### src/cfws_pkg.sv
// cfws_pkg: shared constants, operation codes, controller states and the
// command/status structs between the controller and the datapath.
// No dependencies.
`default_nettype none

package cfws_pkg;

    // queue geometry
    localparam int DEPTH   = 8;
    localparam int AW      = $clog2(DEPTH);
    localparam int CW      = $clog2(DEPTH + 1);

    // field widths
    localparam int DATA_W  = 32;
    localparam int FUNC_W  = 2;
    localparam int COUNT_W = 4;
    localparam int MEAN_W  = 40;
    localparam int FRAC_W  = 8;

    // statistics arithmetic: sum never wraps, scaled magnitude feeds the divider
    localparam int SUM_W     = DATA_W + 1 + $clog2(DEPTH);
    localparam int MAG_W     = SUM_W - 1 + FRAC_W;
    localparam int DIV_RADIX = 4;
    localparam int DIV_STEPS = (MAG_W + DIV_RADIX - 1) / DIV_RADIX;
    localparam int DVW       = DIV_STEPS * DIV_RADIX;
    localparam int RW        = CW + 1;
    localparam int STEP_W    = $clog2(DIV_STEPS);

    // operation codes
    typedef enum logic [FUNC_W-1:0] {
        FUNC_PUSH  = 2'd0,
        FUNC_POP   = 2'd1,
        FUNC_PEEK  = 2'd2,
        FUNC_STATS = 2'd3
    } func_t;

    // controller states
    typedef enum logic [2:0] {
        ST_IDLE,
        ST_DISPATCH,
        ST_HEAD,
        ST_WALK,
        ST_DIV_INIT,
        ST_DIV,
        ST_DIV_FIN,
        ST_DONE
    } cfws_state_t;

    // controller to datapath
    typedef struct packed {
        logic load_item;
        logic push;
        logic take_head;
        logic walk_start;
        logic walk_step;
        logic div_init;
        logic div_step;
        logic div_fin;
        logic emit;
    } cfws_cmd_t;

    // datapath to controller
    typedef struct packed {
        func_t func;
        logic  empty;
        logic  full;
        logic  walk_last;
        logic  div_done;
        logic  rsp_busy;
    } cfws_status_t;

endpackage

`default_nettype wire

### src/cfws_ram.sv
// cfws_ram: generic single-write, single-read RAM with registered read data.
// No dependencies.
`default_nettype none

module cfws_ram #(
    parameter int WIDTH = 32,
    parameter int DEPTH = 8
) (
    input  wire logic                     clk,
    input  wire logic                     we,
    input  wire logic [$clog2(DEPTH)-1:0] waddr,
    input  wire logic [WIDTH-1:0]         wdata,
    input  wire logic [$clog2(DEPTH)-1:0] raddr,
    output logic      [WIDTH-1:0]         rdata
);

    logic [WIDTH-1:0] mem [DEPTH];

    // write port and registered read port
    always_ff @(posedge clk)
    begin
        if (we)
        begin
            mem[waddr] <= wdata;
        end
        rdata <= mem[raddr];
    end

endmodule

`default_nettype wire

### src/cfws_ctrl.sv
// cfws_ctrl: controller state machine that sequences one item at a time.
// Depends on cfws_pkg.
`default_nettype none

module cfws_ctrl
    import cfws_pkg::*;
(
    input  wire logic         clk,
    input  wire logic         rst_n,
    input  wire logic         req_valid,
    output logic              req_stall,
    input  wire cfws_status_t status,
    output cfws_cmd_t         cmd
);

    cfws_state_t state_reg;
    cfws_state_t state_next;

    // state register
    always_ff @(posedge clk or negedge rst_n)
    begin
        if (!rst_n)
        begin
            state_reg <= ST_IDLE;
        end
        else
        begin
            state_reg <= state_next;
        end
    end

    // next state and commands
    always_comb
    begin
        state_next = state_reg;
        cmd        = '0;
        req_stall  = 1'b1;
        case (state_reg)
            ST_IDLE:
            begin
                req_stall = 1'b0;
                if (req_valid)
                begin
                    cmd.load_item = 1'b1;
                    state_next    = ST_DISPATCH;
                end
            end
            ST_DISPATCH:
            begin
                state_next = ST_DONE;
                case (status.func)
                    FUNC_PUSH:
                    begin
                        if (!status.full)
                        begin
                            cmd.push = 1'b1;
                        end
                    end
                    FUNC_POP, FUNC_PEEK:
                    begin
                        if (!status.empty)
                        begin
                            state_next = ST_HEAD;
                        end
                    end
                    FUNC_STATS:
                    begin
                        if (!status.empty)
                        begin
                            cmd.walk_start = 1'b1;
                            state_next     = ST_WALK;
                        end
                    end
                    default:
                    begin
                        state_next = ST_DONE;
                    end
                endcase
            end
            ST_HEAD:
            begin
                cmd.take_head = 1'b1;
                state_next    = ST_DONE;
            end
            ST_WALK:
            begin
                cmd.walk_step = 1'b1;
                if (status.walk_last)
                begin
                    state_next = ST_DIV_INIT;
                end
            end
            ST_DIV_INIT:
            begin
                cmd.div_init = 1'b1;
                state_next   = ST_DIV;
            end
            ST_DIV:
            begin
                cmd.div_step = 1'b1;
                if (status.div_done)
                begin
                    state_next = ST_DIV_FIN;
                end
            end
            ST_DIV_FIN:
            begin
                cmd.div_fin = 1'b1;
                state_next  = ST_DONE;
            end
            ST_DONE:
            begin
                if (!status.rsp_busy)
                begin
                    cmd.emit   = 1'b1;
                    state_next = ST_IDLE;
                end
            end
            default:
            begin
                state_next = ST_IDLE;
            end
        endcase
    end

endmodule

`default_nettype wire

### src/cfws_dp.sv
// cfws_dp: datapath with the slot RAM, pointers, statistics accumulators,
// the radix-16 divider for the mean and the result register.
// Depends on cfws_pkg and cfws_ram.
`default_nettype none

module cfws_dp
    import cfws_pkg::*;
(
    input  wire logic                      clk,
    input  wire logic                      rst_n,
    input  wire logic [FUNC_W-1:0]         func,
    input  wire logic signed [DATA_W-1:0]  data_in,
    input  wire cfws_cmd_t                 cmd,
    output cfws_status_t                   status,
    input  wire logic                      rsp_stall,
    output logic                           rsp_valid,
    output logic                           ok,
    output logic signed [DATA_W-1:0]       data_out,
    output logic [COUNT_W-1:0]             count,
    output logic signed [DATA_W-1:0]       largest,
    output logic signed [DATA_W-1:0]       smallest,
    output logic signed [MEAN_W-1:0]       mean_q8
);

    // control registers
    logic [AW-1:0]     head_reg, head_next;
    logic [AW-1:0]     tail_reg, tail_next;
    logic [CW-1:0]     fill_reg, fill_next;
    logic [CW-1:0]     walk_cnt_reg, walk_cnt_next;
    logic [STEP_W-1:0] step_reg, step_next;
    logic              rsp_valid_reg, rsp_valid_next;

    // payload registers
    func_t                     func_reg, func_next;
    logic [DATA_W-1:0]         word_reg, word_next;
    logic [AW-1:0]             walk_idx_reg, walk_idx_next;
    logic signed [SUM_W-1:0]   sum_reg, sum_next;
    logic signed [DATA_W-1:0]  max_reg, max_next;
    logic signed [DATA_W-1:0]  min_reg, min_next;
    logic [DVW-1:0]            dvd_reg, dvd_next;
    logic [RW-1:0]             rem_reg, rem_next;
    logic                      neg_reg, neg_next;
    logic                      ok_reg, ok_next;
    logic [DATA_W-1:0]         dout_reg, dout_next;
    logic signed [DATA_W-1:0]  big_reg, big_next;
    logic signed [DATA_W-1:0]  small_reg, small_next;
    logic signed [MEAN_W-1:0]  mean_reg, mean_next;
    logic                      rsp_ok_reg, rsp_ok_next;
    logic [DATA_W-1:0]         rsp_dout_reg, rsp_dout_next;
    logic [COUNT_W-1:0]        rsp_count_reg, rsp_count_next;
    logic signed [DATA_W-1:0]  rsp_big_reg, rsp_big_next;
    logic signed [DATA_W-1:0]  rsp_small_reg, rsp_small_next;
    logic signed [MEAN_W-1:0]  rsp_mean_reg, rsp_mean_next;

    // ram ports
    logic [AW-1:0]     ram_raddr;
    logic [DATA_W-1:0] ram_rdata;

    // arithmetic helpers
    logic signed [DATA_W-1:0] rd_val;
    logic signed [SUM_W-1:0]  rd_ext;
    logic [SUM_W-1:0]         sum_mag;
    logic [DVW-1:0]           quo_neg;
    logic [RW-1:0]            div_r;
    logic [DVW-1:0]           div_d;

    // wrap a ring pointer at the queue depth
    function automatic logic [AW-1:0] next_ptr(input logic [AW-1:0] p);
        logic [AW-1:0] n;
        if (p == AW'(DEPTH - 1))
        begin
            n = '0;
        end
        else
        begin
            n = p + AW'(1);
        end
        return n;
    endfunction

    // slot storage
    cfws_ram #(
        .WIDTH (DATA_W),
        .DEPTH (DEPTH)
    ) u_slots (
        .clk   (clk),
        .we    (cmd.push),
        .waddr (tail_reg),
        .wdata (word_reg),
        .raddr (ram_raddr),
        .rdata (ram_rdata)
    );

    assign ram_raddr = cmd.walk_step ? walk_idx_reg : head_reg;

    assign rd_val  = $signed(ram_rdata);
    assign rd_ext  = SUM_W'(rd_val);
    assign sum_mag = sum_reg[SUM_W-1] ? (SUM_W'(~sum_reg) + SUM_W'(1)) : SUM_W'(sum_reg);
    assign quo_neg = ~dvd_reg + DVW'(1);

    // one radix-16 step of the restoring divider, divisor is the fill count
    always_comb
    begin
        div_r = rem_reg;
        div_d = dvd_reg;
        for (int i = 0; i < DIV_RADIX; i++)
        begin
            div_r = {div_r[RW-2:0], div_d[DVW-1]};
            div_d = {div_d[DVW-2:0], 1'b0};
            if (div_r >= RW'(fill_reg))
            begin
                div_r    = div_r - RW'(fill_reg);
                div_d[0] = 1'b1;
            end
        end
    end

    // status to the controller
    always_comb
    begin
        status.func      = func_reg;
        status.empty     = (fill_reg == '0);
        status.full      = (fill_reg == CW'(DEPTH));
        status.walk_last = (walk_cnt_reg == fill_reg - CW'(1));
        status.div_done  = (step_reg == STEP_W'(DIV_STEPS - 1));
        status.rsp_busy  = rsp_valid_reg && rsp_stall;
    end

    // next-state logic
    always_comb
    begin
        head_next      = head_reg;
        tail_next      = tail_reg;
        fill_next      = fill_reg;
        walk_cnt_next  = walk_cnt_reg;
        step_next      = step_reg;
        func_next      = func_reg;
        word_next      = word_reg;
        walk_idx_next  = walk_idx_reg;
        sum_next       = sum_reg;
        max_next       = max_reg;
        min_next       = min_reg;
        dvd_next       = dvd_reg;
        rem_next       = rem_reg;
        neg_next       = neg_reg;
        ok_next        = ok_reg;
        dout_next      = dout_reg;
        big_next       = big_reg;
        small_next     = small_reg;
        mean_next      = mean_reg;
        rsp_ok_next    = rsp_ok_reg;
        rsp_dout_next  = rsp_dout_reg;
        rsp_count_next = rsp_count_reg;
        rsp_big_next   = rsp_big_reg;
        rsp_small_next = rsp_small_reg;
        rsp_mean_next  = rsp_mean_reg;
        rsp_valid_next = rsp_valid_reg;

        // capture item and clear the working result
        if (cmd.load_item)
        begin
            func_next  = func_t'(func);
            word_next  = data_in;
            ok_next    = 1'b0;
            dout_next  = '0;
            big_next   = '0;
            small_next = '0;
            mean_next  = '0;
        end

        // push into the tail slot
        if (cmd.push)
        begin
            tail_next = next_ptr(tail_reg);
            fill_next = fill_reg + CW'(1);
            ok_next   = 1'b1;
        end

        // pop or peek the head slot
        if (cmd.take_head)
        begin
            dout_next = ram_rdata;
            ok_next   = 1'b1;
            if (func_reg == FUNC_POP)
            begin
                head_next = next_ptr(head_reg);
                fill_next = fill_reg - CW'(1);
            end
        end

        // statistics walk from head
        if (cmd.walk_start)
        begin
            walk_idx_next = next_ptr(head_reg);
            walk_cnt_next = '0;
        end

        if (cmd.walk_step)
        begin
            walk_idx_next = next_ptr(walk_idx_reg);
            walk_cnt_next = walk_cnt_reg + CW'(1);
            if (walk_cnt_reg == '0)
            begin
                sum_next = rd_ext;
                max_next = rd_val;
                min_next = rd_val;
            end
            else
            begin
                sum_next = sum_reg + rd_ext;
                if (rd_val > max_reg)
                begin
                    max_next = rd_val;
                end
                if (rd_val < min_reg)
                begin
                    min_next = rd_val;
                end
            end
        end

        // mean: divide the scaled magnitude, then restore the sign
        if (cmd.div_init)
        begin
            dvd_next  = DVW'({sum_mag[SUM_W-2:0], {FRAC_W{1'b0}}});
            rem_next  = '0;
            neg_next  = sum_reg[SUM_W-1];
            step_next = '0;
        end

        if (cmd.div_step)
        begin
            dvd_next  = div_d;
            rem_next  = div_r;
            step_next = step_reg + STEP_W'(1);
        end

        if (cmd.div_fin)
        begin
            mean_next  = neg_reg ? MEAN_W'(quo_neg) : MEAN_W'(dvd_reg);
            big_next   = max_reg;
            small_next = min_reg;
            ok_next    = 1'b1;
        end

        // result register
        if (rsp_valid_reg && !rsp_stall)
        begin
            rsp_valid_next = 1'b0;
        end

        if (cmd.emit)
        begin
            rsp_valid_next = 1'b1;
            rsp_ok_next    = ok_reg;
            rsp_dout_next  = dout_reg;
            rsp_count_next = COUNT_W'(fill_reg);
            rsp_big_next   = big_reg;
            rsp_small_next = small_reg;
            rsp_mean_next  = mean_reg;
        end
    end

    // control registers
    always_ff @(posedge clk or negedge rst_n)
    begin
        if (!rst_n)
        begin
            head_reg      <= '0;
            tail_reg      <= '0;
            fill_reg      <= '0;
            walk_cnt_reg  <= '0;
            step_reg      <= '0;
            rsp_valid_reg <= 1'b0;
        end
        else
        begin
            head_reg      <= head_next;
            tail_reg      <= tail_next;
            fill_reg      <= fill_next;
            walk_cnt_reg  <= walk_cnt_next;
            step_reg      <= step_next;
            rsp_valid_reg <= rsp_valid_next;
        end
    end

    // payload registers
    always_ff @(posedge clk)
    begin
        func_reg      <= func_next;
        word_reg      <= word_next;
        walk_idx_reg  <= walk_idx_next;
        sum_reg       <= sum_next;
        max_reg       <= max_next;
        min_reg       <= min_next;
        dvd_reg       <= dvd_next;
        rem_reg       <= rem_next;
        neg_reg       <= neg_next;
        ok_reg        <= ok_next;
        dout_reg      <= dout_next;
        big_reg       <= big_next;
        small_reg     <= small_next;
        mean_reg      <= mean_next;
        rsp_ok_reg    <= rsp_ok_next;
        rsp_dout_reg  <= rsp_dout_next;
        rsp_count_reg <= rsp_count_next;
        rsp_big_reg   <= rsp_big_next;
        rsp_small_reg <= rsp_small_next;
        rsp_mean_reg  <= rsp_mean_next;
    end

    assign rsp_valid = rsp_valid_reg;
    assign ok        = rsp_ok_reg;
    assign data_out  = $signed(rsp_dout_reg);
    assign count     = rsp_count_reg;
    assign largest   = rsp_big_reg;
    assign smallest  = rsp_small_reg;
    assign mean_q8   = rsp_mean_reg;

endmodule

`default_nettype wire

### src/circular_fifo_with_stats_top.sv
// circular_fifo_with_stats_top: ring-buffer queue of signed words with statistics.
// Usage notes follow; depends on cfws_pkg, cfws_ctrl and cfws_dp.
//
// Request channel (req_valid/req_stall, func, data_in): one operation per transfer,
// push, pop, peek or statistics. Response channel (rsp_valid/rsp_stall): exactly
// one result per request, in order, with ok, data_out, count (entries held after
// the operation), largest, smallest and mean_q8 (signed, 8 fraction bits).
// Fields that do not apply to an operation, or to a refused one, read zero.
// Requests are handled one at a time; req_stall is high from the transfer until
// the result has been moved into the response register.
// Push and refused operations go from dispatch straight to the response; pop and peek
// add a head read; statistics read one slot per cycle over the held entries,
// then run an 11-step radix-16 divide by the count for the mean.
// A new request is taken the cycle after the previous result is loaded, so a
// waiting response does not hold back the next operation; a stalled response
// holds its payload, and the next result waits until it has been taken.
// Reset empties the queue (head, tail and count to zero) and drops any response;
// slot contents are not cleared and are read only after being written.
`default_nettype none

module circular_fifo_with_stats_top
    import cfws_pkg::*;
(
    input  wire logic                      clk,
    input  wire logic                      rst_n,
    input  wire logic                      req_valid,
    output logic                           req_stall,
    input  wire logic [FUNC_W-1:0]         func,
    input  wire logic signed [DATA_W-1:0]  data_in,
    output logic                           rsp_valid,
    input  wire logic                      rsp_stall,
    output logic                           ok,
    output logic signed [DATA_W-1:0]       data_out,
    output logic [COUNT_W-1:0]             count,
    output logic signed [DATA_W-1:0]       largest,
    output logic signed [DATA_W-1:0]       smallest,
    output logic signed [MEAN_W-1:0]       mean_q8
);

    cfws_cmd_t    cmd;
    cfws_status_t status;

    // sequencing
    cfws_ctrl u_ctrl (
        .clk       (clk),
        .rst_n     (rst_n),
        .req_valid (req_valid),
        .req_stall (req_stall),
        .status    (status),
        .cmd       (cmd)
    );

    // storage, arithmetic and response register
    cfws_dp u_dp (
        .clk       (clk),
        .rst_n     (rst_n),
        .func      (func),
        .data_in   (data_in),
        .cmd       (cmd),
        .status    (status),
        .rsp_stall (rsp_stall),
        .rsp_valid (rsp_valid),
        .ok        (ok),
        .data_out  (data_out),
        .count     (count),
        .largest   (largest),
        .smallest  (smallest),
        .mean_q8   (mean_q8)
    );

endmodule

`default_nettype wire

### config.mk
export PLATFORM = sky130hd
export DESIGN_NAME = circular_fifo_with_stats_top
export DESIGN_NICKNAME = d
export VERILOG_FILES = /design/src/cfws_pkg.sv /design/src/cfws_ram.sv /design/src/cfws_ctrl.sv /design/src/cfws_dp.sv /design/src/circular_fifo_with_stats_top.sv
export SDC_FILE = /design/constraint.sdc
export NUM_CORES = 1
export LEC_CHECK = 0
export BUFFER_PORTS_ARGS = -buffer_cell sky130_fd_sc_hd__buf_4
export CAP_MARGIN = 20
export CORE_ASPECT_RATIO = 1.4
export CORE_MARGIN = 5
export CORE_UTILIZATION = 55
export CTS_CLUSTER_DIAMETER = 50
export DETAILED_ROUTE_END_ITERATION = 6
export PLACE_DENSITY_LB_ADDON = 0.2
export RECOVER_POWER = 50
export REMOVE_ABC_BUFFERS = 1
export SETUP_SLACK_MARGIN = 0.15
export SLEW_MARGIN = 25
export SYNTH_ARGS = -nofsm -noshare
export SYNTH_HDL_FRONTEND = slang
export SYNTH_SLANG_ARGS = --single-unit
### constraint.sdc
create_clock -name clk -period 8.3 [get_ports clk]
set_input_delay 1.66 -clock clk [delete_from_list [all_inputs] [get_ports clk]]
set_output_delay 1.66 -clock clk [all_outputs]
set_load 0.005 [all_outputs]
==> impl_metrics.ini <==
[placed_design]
dp_slack_ps = 726
io_buffers = 180
dp_hpwl_um = 48000
dp.cells = 3432
gp_congestion = 0.838

[detailed_routing]
initialDrtViolationCount = 1505
vias_per_cell = 5.66
wl_um = 72200
drt-pass1-iter-count = 7
drc = 0
num_vias = 20200
ant_nets = 0
wl_per_cell_um = 20.2

[timing]
slew_headroom = -0.988
timing.final.ws_setup_ps = 790
hold_viol_final = 0
fin_crit_sh = 0.905
setup_viol = 0
slew_viol_final = 431
clock.fmax_mhz = 133
rsz0062_at_grt = false
finClkSkew_ps = 18.1
fin_crit_ps = 7510
worst_slew_pin_slew_ps = 2980

[floorplanning]
io_pins = 181
chipWidth_um = 217
initial_core_util = 0.553
placementRows = 106
die_area_um2 = 65100
core_area_um2 = 59700
die_h_um = 300

[worst_setup_path]
startpoint_type = flip-flop
slowest_stage = a221oi_1
path_max_fanout = 7
cp_data_required_time_ps = 8630
cpPeakStageDelay_ps = 630
endpoint_kind = flip-flop
critPathKind = reg2reg
worstPathArrival_ps = 7840
critPathTopFamily = compound AO/OA/AOI/OAI gates
path_buf_inv = 2
cp_common_cell = a21o_1

[pwr]
ir_worst_vdd_v = 0.000256
cellPowerDensity_nw_per_um2 = 436
total_power_mw = 16.5
leakage_nw = 14.4

[yosys]
synth_xor_area_frac = 0.0310
syn-mean-instance-area_um2 = 12.9
synthArstFlopShare = 0.0284
synth_most_common_cell = edfxtp_1
synth.area.mux_share = 0.00538
synth_commonest_cells = 719 x edfxtp_1, 439 x nand2_1, 190 x nand3_1
synthAdderAreaFrac = 0.0527
netlist_area_um2 = 33000
netlist_top_cells_area = edfxtp_1 65%, nand2_1 5.0%, ha_1 5.0%
ys_warn_count = 0
synth_edf_count = 719
syn_inst = 2559
synth_top_area_share = 0.654
yosys.area_share.simple = 0.130
synthFlopType = edfxtp_1
yosysTopAreaCell = edfxtp_1
synth-seq-area-share = 0.690
synth_seq_cells = 774
synth.distinct_cells = 71
synth_compound_area_frac = 0.0685
synth_top_family_by_area = simple AND/OR/NAND/NOR gates

[layout]
largest_reg_flops = 256
final_cells = 3573
nFillCells = 4452
fin_nets = 2928
area_growth_pct = 14.4
drive_above_1_share = 0.128

[run]
maxCapViolCount = 10

[clocking]
ctsHoldBuffers = 0
clk_latency_ps = 620
cts_htree_levels = 3
ctsResizeCount = 0
cts_root_buf = clkbuf_16
cts_buffer_depth = 3
tritoncts = built
post_cts_buffers = 0
numCtsBuffers = 75
clk_pin_slew_worst_paths_ps = 70
cts.sinks = 774

[global_route]
grt_pass1_wl_um = 111000
antenna_found_initial = 4
track_usage = 0.219
grt_pass1_vias = 20200
grt-ovfl-total = 0
grt_max_degree = 97

[status]
violations = capacitance limit, slew limit
outcome = finished, violations left

[min_path]
hold_class = reg2reg
## power breakdown
group | internal, mW | leakage (nW) | switching (mW) | total, mW
clock network | 1.89 | 1.19 | 1.45 | 3.35
logic | 2.62 | 6.05 | 3.94 | 6.56
registers | 5.73 | 7.17 | 0.832 | 6.56
## final cells by class
type	instances	area, um^2	area share
clock buffers	88	1990	0.0526
well taps	756	946	0.0250
repair buffers	213	1590	0.0420
multi-input cells	1586	9630	0.255
flip-flops and latches	774	22800	0.603
clock inverters	50	445	0.0118
inverters	104	390	0.0103
diodes	2	5.00	0.000132
## cell usage in the layout, fill, tap and decap left out, types with 6 or more instances in the layout
cell	n
o21bai_1	8
clkinv_2	14
ha_1	131
a21oi_1	65
nor2b_1	12
buf_4	163
and2_0	28
and2_1	8
nor2_1	171
a211oi_1	9
nand2_1	435
and3_1	9
dfrtp_1	22
a21o_1	50
or4_1	8
mux2i_1	8
edfxtp_1	719
mux2_2	6
inv_1	102
o21ai_0	133
xor2_1	80
clkbuf_1	21
clkbuf_16	77
nand4_1	15
or3_1	12
o41ai_1	11
nand2b_1	9
nor3_1	22
o31ai_1	31
xnor2_1	37
o21a_1	11
dfxtp_1	33
clkbuf_4	34
nand3_1	190
clkinv_1	16
## stage by stage
| stage | hold WS, ps | TNS (ps) | area, um^2 | utilization |
|---|---|---|---|---|
| 6_report | 416 | 0 | 37800 | 0.633 |
| 5_1_grt | 423 | 0 | 37800 | 0.633 |
| 4_1_cts | 418 | 0 | 37800 | 0.634 |
| 3_5_place_dp | 405 | 0 | 35400 | 0.593 |
| 3_3_place_gp | 401 | 0 | 35400 | 0.592 |
| 2_1_floorplan | 400 | -95790 | 32700 | - |
## final timing paths
| check | startpoint | endpoint | slack, ps | cells past startpoint |
|---|---|---|---|---|
| max in group asynchronous | rst_n | u_dp.walk_cnt_reg[3]$_DFFE_PN0P_ | 6010 | 1 |
| min reg2reg | u_dp.big_reg[3]$_SDFFCE_PN0P_ | u_dp.largest[3]$_DFFE_PP_ | 420 | 0 |
| min in group asynchronous | rst_n | u_dp.tail_reg[1]$_DFFE_PN0P_ | 1390 | 1 |
| max | u_dp.fill_reg[1]$_DFF_PN0_ | u_dp.rem_reg[3]$_SDFFCE_PN0P_ | 790 | 28 |
| max reg2reg | u_dp.fill_reg[1]$_DFF_PN0_ | u_dp.rem_reg[3]$_SDFFCE_PN0P_ | 790 | 28 |
| min | u_dp.big_reg[3]$_SDFFCE_PN0P_ | u_dp.largest[3]$_DFFE_PP_ | 420 | 0 |
## routing by layer
metal / up-vias / track usage / share of wire
li1: 9658 / - / -
met1: 9868 / 0.270 / 0.39
met2: 560 / 0.395 / 0.52
met3: 134 / 0.0299 / 0.050
met4: 4 / 0.0805 / 0.033
met5: - / 0 / 0.00019
## worst register-to-register path: cells and delay by family (launching register included)
family / cells / cell delay [ps]
buffers and inverters: 2 / 230
multiplexers: 2 / 610
AND/OR/NAND/NOR: 6 / 970
adder cells (fa/ha/maj): 4 / 1240
AO/OA/AOI/OAI: 14 / 3600
flip-flops: 1 / 550
## kinds of logic after synthesis
logic type | Yosys count
and+or+nand+nor | 956
DFF | 774
AOI/OAI and AO/OA | 360
buffers and inverters | 199
adders and majority gates | 136
xor gates and xnor gates | 117
muxes | 17
Power figures use the tool's default switching activity.
